$ cat src/design/clps_pkg.sv
// ----------------------------------------------------------------------------
// clps_pkg: shared types and constants of the link parameter scanner
// Register indexes, the result record and the band code to Mbps table.
// ----------------------------------------------------------------------------
package clps_pkg;

	localparam int unsigned CFG_IDX_W = 2;
	localparam int unsigned CFG_DATA_W = 16;

	localparam logic [CFG_IDX_W-1:0] REG_DEFAULT_RATE_CODE = 2'd0;
	localparam logic [CFG_IDX_W-1:0] REG_DEFAULT_INVERTED  = 2'd1;
	localparam logic [CFG_IDX_W-1:0] REG_SETTLE_TICKS      = 2'd2;
	localparam logic [CFG_IDX_W-1:0] REG_AUTO_SCAN_ENABLE  = 2'd3;

	localparam logic [5:0]  RST_DEFAULT_RATE_CODE = 6'd17;
	localparam logic        RST_DEFAULT_INVERTED  = 1'b0;
	localparam logic [15:0] RST_SETTLE_TICKS      = 16'd120;
	localparam logic        RST_AUTO_SCAN_ENABLE  = 1'b1;

	typedef struct packed {
		logic        scan_running;
		logic        link_locked;
		logic [7:0]  step_number;
		logic [5:0]  rate_code;
		logic        lanes_inverted;
		logic        two_lanes;
		logic [11:0] rate_mbps;
		logic        apply_strobe;
	} result_t;

	// Per-lane rate of each PHY band code. Codes past the end read the top rate.
	function automatic logic [11:0] band_mbps(input logic [5:0] code);
		logic [11:0] mbps;
		case (code)
			6'd0:  mbps = 12'd80;
			6'd1:  mbps = 12'd90;
			6'd2:  mbps = 12'd100;
			6'd3:  mbps = 12'd110;
			6'd4:  mbps = 12'd120;
			6'd5:  mbps = 12'd130;
			6'd6:  mbps = 12'd140;
			6'd7:  mbps = 12'd150;
			6'd8:  mbps = 12'd160;
			6'd9:  mbps = 12'd170;
			6'd10: mbps = 12'd180;
			6'd11: mbps = 12'd190;
			6'd12: mbps = 12'd205;
			6'd13: mbps = 12'd220;
			6'd14: mbps = 12'd235;
			6'd15: mbps = 12'd250;
			6'd16: mbps = 12'd275;
			6'd17: mbps = 12'd300;
			6'd18: mbps = 12'd325;
			6'd19: mbps = 12'd350;
			6'd20: mbps = 12'd400;
			6'd21: mbps = 12'd450;
			6'd22: mbps = 12'd500;
			6'd23: mbps = 12'd550;
			6'd24: mbps = 12'd600;
			6'd25: mbps = 12'd650;
			6'd26: mbps = 12'd700;
			6'd27: mbps = 12'd750;
			6'd28: mbps = 12'd800;
			6'd29: mbps = 12'd850;
			6'd30: mbps = 12'd900;
			6'd31: mbps = 12'd950;
			6'd32: mbps = 12'd1000;
			6'd33: mbps = 12'd1050;
			6'd34: mbps = 12'd1100;
			6'd35: mbps = 12'd1150;
			6'd36: mbps = 12'd1200;
			6'd37: mbps = 12'd1250;
			6'd38: mbps = 12'd1300;
			6'd39: mbps = 12'd1350;
			6'd40: mbps = 12'd1400;
			6'd41: mbps = 12'd1450;
			6'd42: mbps = 12'd1500;
			6'd43: mbps = 12'd1550;
			6'd44: mbps = 12'd1600;
			6'd45: mbps = 12'd1650;
			6'd46: mbps = 12'd1700;
			6'd47: mbps = 12'd1750;
			6'd48: mbps = 12'd1800;
			6'd49: mbps = 12'd1850;
			6'd50: mbps = 12'd1900;
			6'd51: mbps = 12'd1950;
			6'd52: mbps = 12'd2000;
			6'd53: mbps = 12'd2050;
			6'd54: mbps = 12'd2100;
			6'd55: mbps = 12'd2150;
			6'd56: mbps = 12'd2200;
			6'd57: mbps = 12'd2250;
			6'd58: mbps = 12'd2300;
			6'd59: mbps = 12'd2350;
			6'd60: mbps = 12'd2400;
			6'd61: mbps = 12'd2450;
			default: mbps = 12'd2500;
		endcase
		return mbps;
	endfunction

endpackage

$ cat src/design/csi_link_parameter_scanner.sv
// ----------------------------------------------------------------------------
// csi_link_parameter_scanner
// Sweeps PHY band code, lane mapping and lane count until a frame start shows.
// ----------------------------------------------------------------------------
// Usage:
// Each input request is one millisecond tick carrying arm and frame_start.
// Arm applies step zero (configured default band code and lane mapping, two
// lanes) and restarts the settle countdown. With auto scan on, each candidate
// is judged settle_ticks ticks after it is applied: a frame start seen since
// the apply locks the scan, otherwise the next step, if any, is applied.
// Every tick gives one result request: status and the applied combination
// after that tick, with its per-lane Mbps.
// Throughput is one tick per cycle while in_stall is low. Each tick's result
// is registered in the result register (or the skid register under out_stall);
// the whole tick update sits between scan state registers and that register.
// A two-entry output stage (result register plus skid register) lets a tick
// be accepted while a result waits; in_stall rises only when both are full.
// Reset clears the scan state and loads the register defaults; no result is
// pending after reset. Configuration writes are taken on any cycle with
// cfg_wr_en high and should be made while the scanner is idle.
// ----------------------------------------------------------------------------
module csi_link_parameter_scanner #(
	parameter int unsigned RATE_CODES = 63
) (
	input  logic                                   clk,
	input  logic                                   arst_n,
	input  logic                                   cfg_wr_en,
	input  logic [clps_pkg::CFG_IDX_W-1:0]         cfg_index,
	input  logic [clps_pkg::CFG_DATA_W-1:0]        cfg_data,
	input  logic                                   in_valid,
	output logic                                   in_stall,
	input  logic                                   arm,
	input  logic                                   frame_start,
	output logic                                   out_valid,
	input  logic                                   out_stall,
	output logic                                   scan_running,
	output logic                                   link_locked,
	output logic [7:0]                             step_number,
	output logic [5:0]                             rate_code,
	output logic                                   lanes_inverted,
	output logic                                   two_lanes,
	output logic [11:0]                            rate_mbps,
	output logic                                   apply_strobe
);

	localparam int unsigned TOTAL_STEPS = 1 + 4 * RATE_CODES;
	localparam int unsigned STEP_W = $clog2(TOTAL_STEPS + 1);
	localparam logic [STEP_W-1:0] STEP_LAST = STEP_W'(TOTAL_STEPS);
	localparam logic [5:0] RATE_LAST = 6'(RATE_CODES - 1);

	// Configuration registers
	logic [5:0]  def_rate_q;
	logic        def_inv_q;
	logic [15:0] settle_ticks_q;
	logic        auto_scan_q;

	// Scan state
	logic              running_q, running_n;
	logic              locked_q, locked_n;
	logic [STEP_W-1:0] step_q, step_n;
	logic [15:0]       settle_q, settle_n;
	logic              seen_q, seen_n;
	logic [5:0]        rate_q, rate_n;
	logic              inv_q, inv_n;
	logic              two_q, two_n;
	logic              strobe_n;
	logic [STEP_W-1:0] step_inc;

	clps_pkg::result_t res_n;
	clps_pkg::result_t out_res_q;
	clps_pkg::result_t skid_res_q;
	logic              out_valid_q;
	logic              skid_valid_q;
	logic              in_take;
	logic              out_free;

	always_ff @(posedge clk or negedge arst_n) begin
		if (!arst_n) begin
			def_rate_q     <= clps_pkg::RST_DEFAULT_RATE_CODE;
			def_inv_q      <= clps_pkg::RST_DEFAULT_INVERTED;
			settle_ticks_q <= clps_pkg::RST_SETTLE_TICKS;
			auto_scan_q    <= clps_pkg::RST_AUTO_SCAN_ENABLE;
		end else if (cfg_wr_en) begin
			case (cfg_index)
				clps_pkg::REG_DEFAULT_RATE_CODE: def_rate_q <= cfg_data[5:0];
				clps_pkg::REG_DEFAULT_INVERTED:  def_inv_q <= cfg_data[0];
				clps_pkg::REG_SETTLE_TICKS:      settle_ticks_q <= cfg_data;
				clps_pkg::REG_AUTO_SCAN_ENABLE:  auto_scan_q <= cfg_data[0];
				default: ;
			endcase
		end
	end

	assign step_inc = step_q + STEP_W'(1);

	always_comb begin
		running_n = running_q;
		locked_n  = locked_q;
		step_n    = step_q;
		settle_n  = settle_q;
		seen_n    = seen_q;
		rate_n    = rate_q;
		inv_n     = inv_q;
		two_n     = two_q;
		strobe_n  = 1'b0;
		if (arm) begin
			step_n    = '0;
			locked_n  = 1'b0;
			running_n = auto_scan_q;
			rate_n    = def_rate_q;
			inv_n     = def_inv_q;
			two_n     = 1'b1;
			seen_n    = 1'b0;
			settle_n  = settle_ticks_q;
			strobe_n  = 1'b1;
		end else if (running_q) begin
			seen_n = seen_q | frame_start;
			if (settle_q > 16'd1) begin
				settle_n = settle_q - 16'd1;
			end else begin
				settle_n = '0;
				if (seen_n) begin
					running_n = 1'b0;
					locked_n  = 1'b1;
				end else if (step_inc >= STEP_LAST) begin
					step_n    = STEP_LAST;
					running_n = 1'b0;
					locked_n  = 1'b0;
				end else begin
					step_n   = step_inc;
					seen_n   = 1'b0;
					settle_n = settle_ticks_q;
					strobe_n = 1'b1;
					// Steps walk mapping fastest, then band code, then lane count,
					// so each candidate follows from the one applied before it.
					if (step_q == '0) begin
						rate_n = '0;
						inv_n  = 1'b0;
						two_n  = 1'b1;
					end else if (!inv_q) begin
						inv_n = 1'b1;
					end else begin
						inv_n = 1'b0;
						if (rate_q == RATE_LAST) begin
							rate_n = '0;
							two_n  = 1'b0;
						end else begin
							rate_n = rate_q + 6'd1;
						end
					end
				end
			end
		end
	end

	always_comb begin
		res_n.scan_running   = running_n;
		res_n.link_locked    = locked_n;
		res_n.step_number    = 8'(step_n);
		res_n.rate_code      = rate_n;
		res_n.lanes_inverted = inv_n;
		res_n.two_lanes      = two_n;
		res_n.rate_mbps      = clps_pkg::band_mbps(rate_n);
		res_n.apply_strobe   = strobe_n;
	end

	assign in_stall = skid_valid_q;
	assign in_take  = in_valid && !skid_valid_q;
	assign out_free = !out_valid_q || !out_stall;

	always_ff @(posedge clk or negedge arst_n) begin
		if (!arst_n) begin
			running_q <= 1'b0;
			locked_q  <= 1'b0;
			step_q    <= '0;
			settle_q  <= '0;
			seen_q    <= 1'b0;
			rate_q    <= '0;
			inv_q     <= 1'b0;
			two_q     <= 1'b0;
		end else if (in_take) begin
			running_q <= running_n;
			locked_q  <= locked_n;
			step_q    <= step_n;
			settle_q  <= settle_n;
			seen_q    <= seen_n;
			rate_q    <= rate_n;
			inv_q     <= inv_n;
			two_q     <= two_n;
		end
	end

	always_ff @(posedge clk or negedge arst_n) begin
		if (!arst_n) begin
			out_valid_q  <= 1'b0;
			skid_valid_q <= 1'b0;
		end else if (out_free) begin
			out_valid_q  <= skid_valid_q || in_take;
			skid_valid_q <= 1'b0;
		end else if (in_take) begin
			skid_valid_q <= 1'b1;
		end
	end

	always_ff @(posedge clk) begin
		if (out_free) begin
			if (skid_valid_q) begin
				out_res_q <= skid_res_q;
			end else if (in_take) begin
				out_res_q <= res_n;
			end
		end else if (in_take) begin
			skid_res_q <= res_n;
		end
	end

	assign out_valid      = out_valid_q;
	assign scan_running   = out_res_q.scan_running;
	assign link_locked    = out_res_q.link_locked;
	assign step_number    = out_res_q.step_number;
	assign rate_code      = out_res_q.rate_code;
	assign lanes_inverted = out_res_q.lanes_inverted;
	assign two_lanes      = out_res_q.two_lanes;
	assign rate_mbps      = out_res_q.rate_mbps;
	assign apply_strobe   = out_res_q.apply_strobe;

endmodule
$ cat config.mk
export PLATFORM = sky130hd
export DESIGN_NAME = csi_link_parameter_scanner
export DESIGN_NICKNAME = d
export VERILOG_FILES = /design/src/design/clps_pkg.sv /design/src/design/csi_link_parameter_scanner.sv
export SDC_FILE = /design/constraint.sdc
export NUM_CORES = 1
export LEC_CHECK = 0
export BUFFER_PORTS_ARGS = -buffer_cell sky130_fd_sc_hd__buf_2
export CORE_MARGIN = 3
export CORE_UTILIZATION = 30
export CTS_CLUSTER_SIZE = 30
export DETAILED_ROUTE_END_ITERATION = 16
export GPL_TIMING_DRIVEN = 0
export PLACE_DENSITY = 0.54
export RECOVER_POWER = 100
export SYNTH_ARGS = -nofsm -noshare
export SYNTH_HDL_FRONTEND = slang
export SYNTH_SLANG_ARGS = --single-unit
$ cat constraint.sdc
create_clock -name clk -period 4.8 [get_ports clk]
set_input_delay 1.2 -clock clk [delete_from_list [all_inputs] [get_ports clk]]
set_output_delay 1.2 -clock clk [all_outputs]
set_load 0.01 [all_outputs]
==> impl_metrics.py <==
metrics = {
    "run_status": {
        "outcome": "finished, violations left",
        "violations": "capacitance limit, slew limit",
    },
    "sta": {
        "worstMarginPinSlew_ps": 3440,
        "max-slew-margin-rel": -1.30,
        "maxSlewViolCount": 94,
        "period_share": 0.924,
        "skew_ps": 13.8,
        "fin_ws_ps": 367,
        "hold-worst-slack_ps": 478,
        "hold_violations": 0,
        "max_freq_ghz": 0.226,
        "rsz0062_at_grt": "no",
        "fin_crit_ps": 4430,
        "setup_viol": 0,
    },
    "power_and_ir_drop": {
        "p_per_area_nw_per_um2": 477,
        "internal_power_mw": 2.55,
        "irDropWorstVdd_mv": 0.261,
        "power.total_mw": 3.80,
        "p_sw_mw": 1.25,
        "power_frac_seq": 0.374,
        "total_leakage_power_nw": 3.00,
        "p_clk_frac": 0.377,
        "combinationalPowerShare": 0.249,
        "swShare": 0.330,
    },
    "logic_synthesis": {
        "synth_most_common_cell": "nand2_1",
        "synth_area_leaders": "edfxtp_1 28%, dfrtp_1 20%, mux2_2 6.5%",
        "synth_top_area_frac": 0.277,
        "yosysTopAreaCell": "edfxtp_1",
        "avgSynthCellArea_um2": 10.2,
        "synth_enable_flop_cells": 62,
        "synth_top_family_by_area": "compound AO/OA/AOI/OAI gates",
        "synth-seq-cells": 123,
        "muxShareOfSynthArea": 0.0729,
        "synthSimpleGateAreaFrac": 0.155,
        "synth_fa_ha_area_frac": 0.0405,
        "synth_compound_area_frac": 0.178,
        "syn-num-nets": 700,
        "synth_cell_types": 76,
        "synth_commonest_cells": "79 x nand2_1, 62 x edfxtp_1, 58 x o21ai_0",
        "synth_warnings": 0,
        "async_flop_share": 0.496,
        "mappedNetlistArea_um2": 6710,
        "yosysSeqAreaShare": 0.506,
        "synth_ff_type": "edfxtp_1",
        "synth_xor_area_frac": 0.0104,
        "syn_inst": 655,
    },
    "worst_setup_path": {
        "crit_required_ps": 5100,
        "crit_buf_inv": 3,
        "critPathMaxStageDelay_ps": 580,
        "crit_top_cell": "or4_1",
        "cp-start-kind": "register",
        "critical_path_class": "register to register",
        "slowest_stage": "or4_1",
        "cp_max_fo": 11,
        "worstSetupEndpointType": "register",
        "arrival_ps": 4730,
        "crit_family": "compound AO/OA/AOI/OAI gates",
        "cp_cell_sequence": "or4_1, clkbuf_1, or4_1, a211o_1, o21a_1, o31ai_4, buf_4, inv_1, ha_1, nand2_1, a21oi_1, o41ai_1, mux2_2",
    },
    "layout": {
        "area_growth_pct": 18.7,
        "fin_util": 0.364,
        "drive_gt1_frac": 0.159,
        "nets": 782,
        "fillers": 2291,
        "design_area_um2": 7970,
        "num_antenna_cells": 0,
    },
    "floorplan": {
        "fp-row-count": 54,
        "die_w_um": 156,
        "core_um2": 21900,
        "start_util": 0.307,
        "die_h_um": 156,
        "die-area_um2": 24200,
        "io_pins": 58,
    },
    "min_path": {
        "hp-class": "register to register",
    },
    "run": {
        "max_cap_violations": 2,
    },
    "cts": {
        "postCtsHoldBufs": 0,
        "path_clk_slew_ps": 70,
        "cts_tree": "done",
        "numClockSinks": 123,
        "clockBufferDepth": 2,
        "cts_made_buffers": 17,
        "cts_max_level": 4,
        "cts-root-buf": "clkbuf_16",
        "clk_latency_ps": 430,
    },
    "placement": {
        "dp_hpwl_mm": 11.8,
        "portBuffers": 56,
        "placed_area_um2": 7390,
        "pre_cts_ws_ps": -391,
        "place_congestion": 0.886,
    },
    "route": {
        "remaining_drc_errors": 0,
        "wl_mm": 16.9,
        "drtIter0Drc": 406,
        "ant_nets": 0,
        "drt-pass1-iter-count": 5,
        "routedWlPerCell_um": 16.4,
        "vias": 5330,
        "viasPerCell": 5.17,
    },
    "grt": {
        "grt_pass1_vias": 5046,
        "antenna_found_initial": 0,
        "grt_max_degree": 62,
        "grt_pass1_wl_mm": 27.8,
        "grtUsageTotal": 0.143,
        "overflow": 0,
    },
}
==> registers in the layout, indices dropped and copies added, names as in the netlist, 6 cells and up <==
name / count
def_rate_q: 6
step_q: 8
rate_mbps: 12
settle_ticks_q: 16
skid_res_q: 31
rate_code: 6
step_number: 8
settle_q: 16
rate_q: 6
==> logic make-up (layout without fill, tap and decap cells) <==
kind of cell    count (synthesis)  in the layout
xor+xnor                        8              8
compound gates                179            179
buf+inv                        65            160
fa+ha+maj                      22             22
simple gates                  214            214
flops                         123            123
mux                            44             44
==> cells in the final DEF (no fill, tap or decap), types with 4 or more instances in the layout <==
| cell | Yosys | routed |
|---|---|---|
| nand2_1 | 79 | 79 |
| clkbuf_1 | 31 | 77 |
| edfxtp_1 | 62 | 62 |
| o21ai_0 | 58 | 59 |
| dfrtp_1 | 54 | 54 |
| nor2_1 | 53 | 53 |
| mux2_2 | 39 | 38 |
| a21oi_1 | 37 | 37 |
| inv_1 | 19 | 21 |
| ha_1 | 20 | 20 |
| buf_2 | 5 | 19 |
| nor3_1 | 19 | 18 |
| clkbuf_16 | 0 | 17 |
| nand3_1 | 12 | 12 |
| o31ai_1 | 11 | 11 |
| a22oi_1 | 10 | 10 |
| a31oi_1 | 9 | 9 |
| and2_1 | 8 | 7 |
| dfstp_2 | 7 | 7 |
| nor4_1 | 5 | 6 |
| nand2b_1 | 6 | 6 |
| xor2_1 | 6 | 6 |
| a211oi_1 | 6 | 6 |
| nand4_1 | 5 | 5 |
| mux2i_1 | 5 | 5 |
| a32oi_1 | 5 | 5 |
| inv_6 | 0 | 5 |
| a21boi_0 | 4 | 4 |
| o22ai_1 | 4 | 4 |
| bufinv_16 | 0 | 4 |
| inv_8 | 0 | 4 |
| buf_4 | 0 | 4 |
==> per-layer routing <==
metal / global-route usage / share of wire / wire length, um
met3: 0.0358 / 0.055 / 923
met1: 0.221 / 0.52 / 8840
met4: 0.0404 / 0.012 / 208
met5: 0 / 0 / 0
met2: 0.198 / 0.41 / 6930
==> worst paths after layout <==
check,cells after the start,slack [ps],to,startpoint
max in group asynchronous,1,930,in_stall,arst_n
min in group asynchronous,1,1950,settle_q[8],arst_n
worst min-delay path,2,480,locked_q,locked_q
worst max register to register,13,370,rate_mbps[8],settle_q[6]
worst max-delay path,13,370,rate_mbps[8],settle_q[6]
worst min register to register,2,480,locked_q,locked_q
==> stage by stage <==
| step | TNS, ps | instances |
|---|---|---|
| finish | 0 | 1030 |
| global route | 0 | 1030 |
| CTS | 0 | 1024 |
| detailed placement | -2750 | 992 |
| global placement | -2870 | 991 |
| floorplan | 0 | 655 |
==> what timing repair did <==
action / 4_1_cts / 5_1_grt
setup endpoints to repair: 0 / 8
setup buffers: 0 / 6
gates resized for setup: 0 / 5
==> power by group through the flow <==
stage	Clock, mW	Sequential, mW	Combinational, mW
floorplan	0	1.43	0.675
global placement	0	1.44	0.946
detailed placement	0	1.44	0.959
CTS	1.46	1.42	0.963
global route	1.51	1.44	1.07
finish	1.43	1.42	0.946
==> area by class of cell <==
cell class	count	area, um2	share of cell area
plain buffers	40	153	0.0192
well taps	280	350	0.0440
inverters	25	93.8	0.0118
flip-flops and latches	123	3400	0.426
repair buffers	63	274	0.0344
clock inverters	15	225	0.0283
clock buffers	17	425	0.0534
multi-input cells	467	3050	0.383
==> worst register-to-register path: cells and delay by family, from the launching register on <==
kind,cells,cell delay [ps]
simple gates,3,1180
flops,1,390
mux,1,260
fa+ha+maj,1,350
buf+inv,3,680
compound gates,5,1450
(Power assumes the default switching activity.)
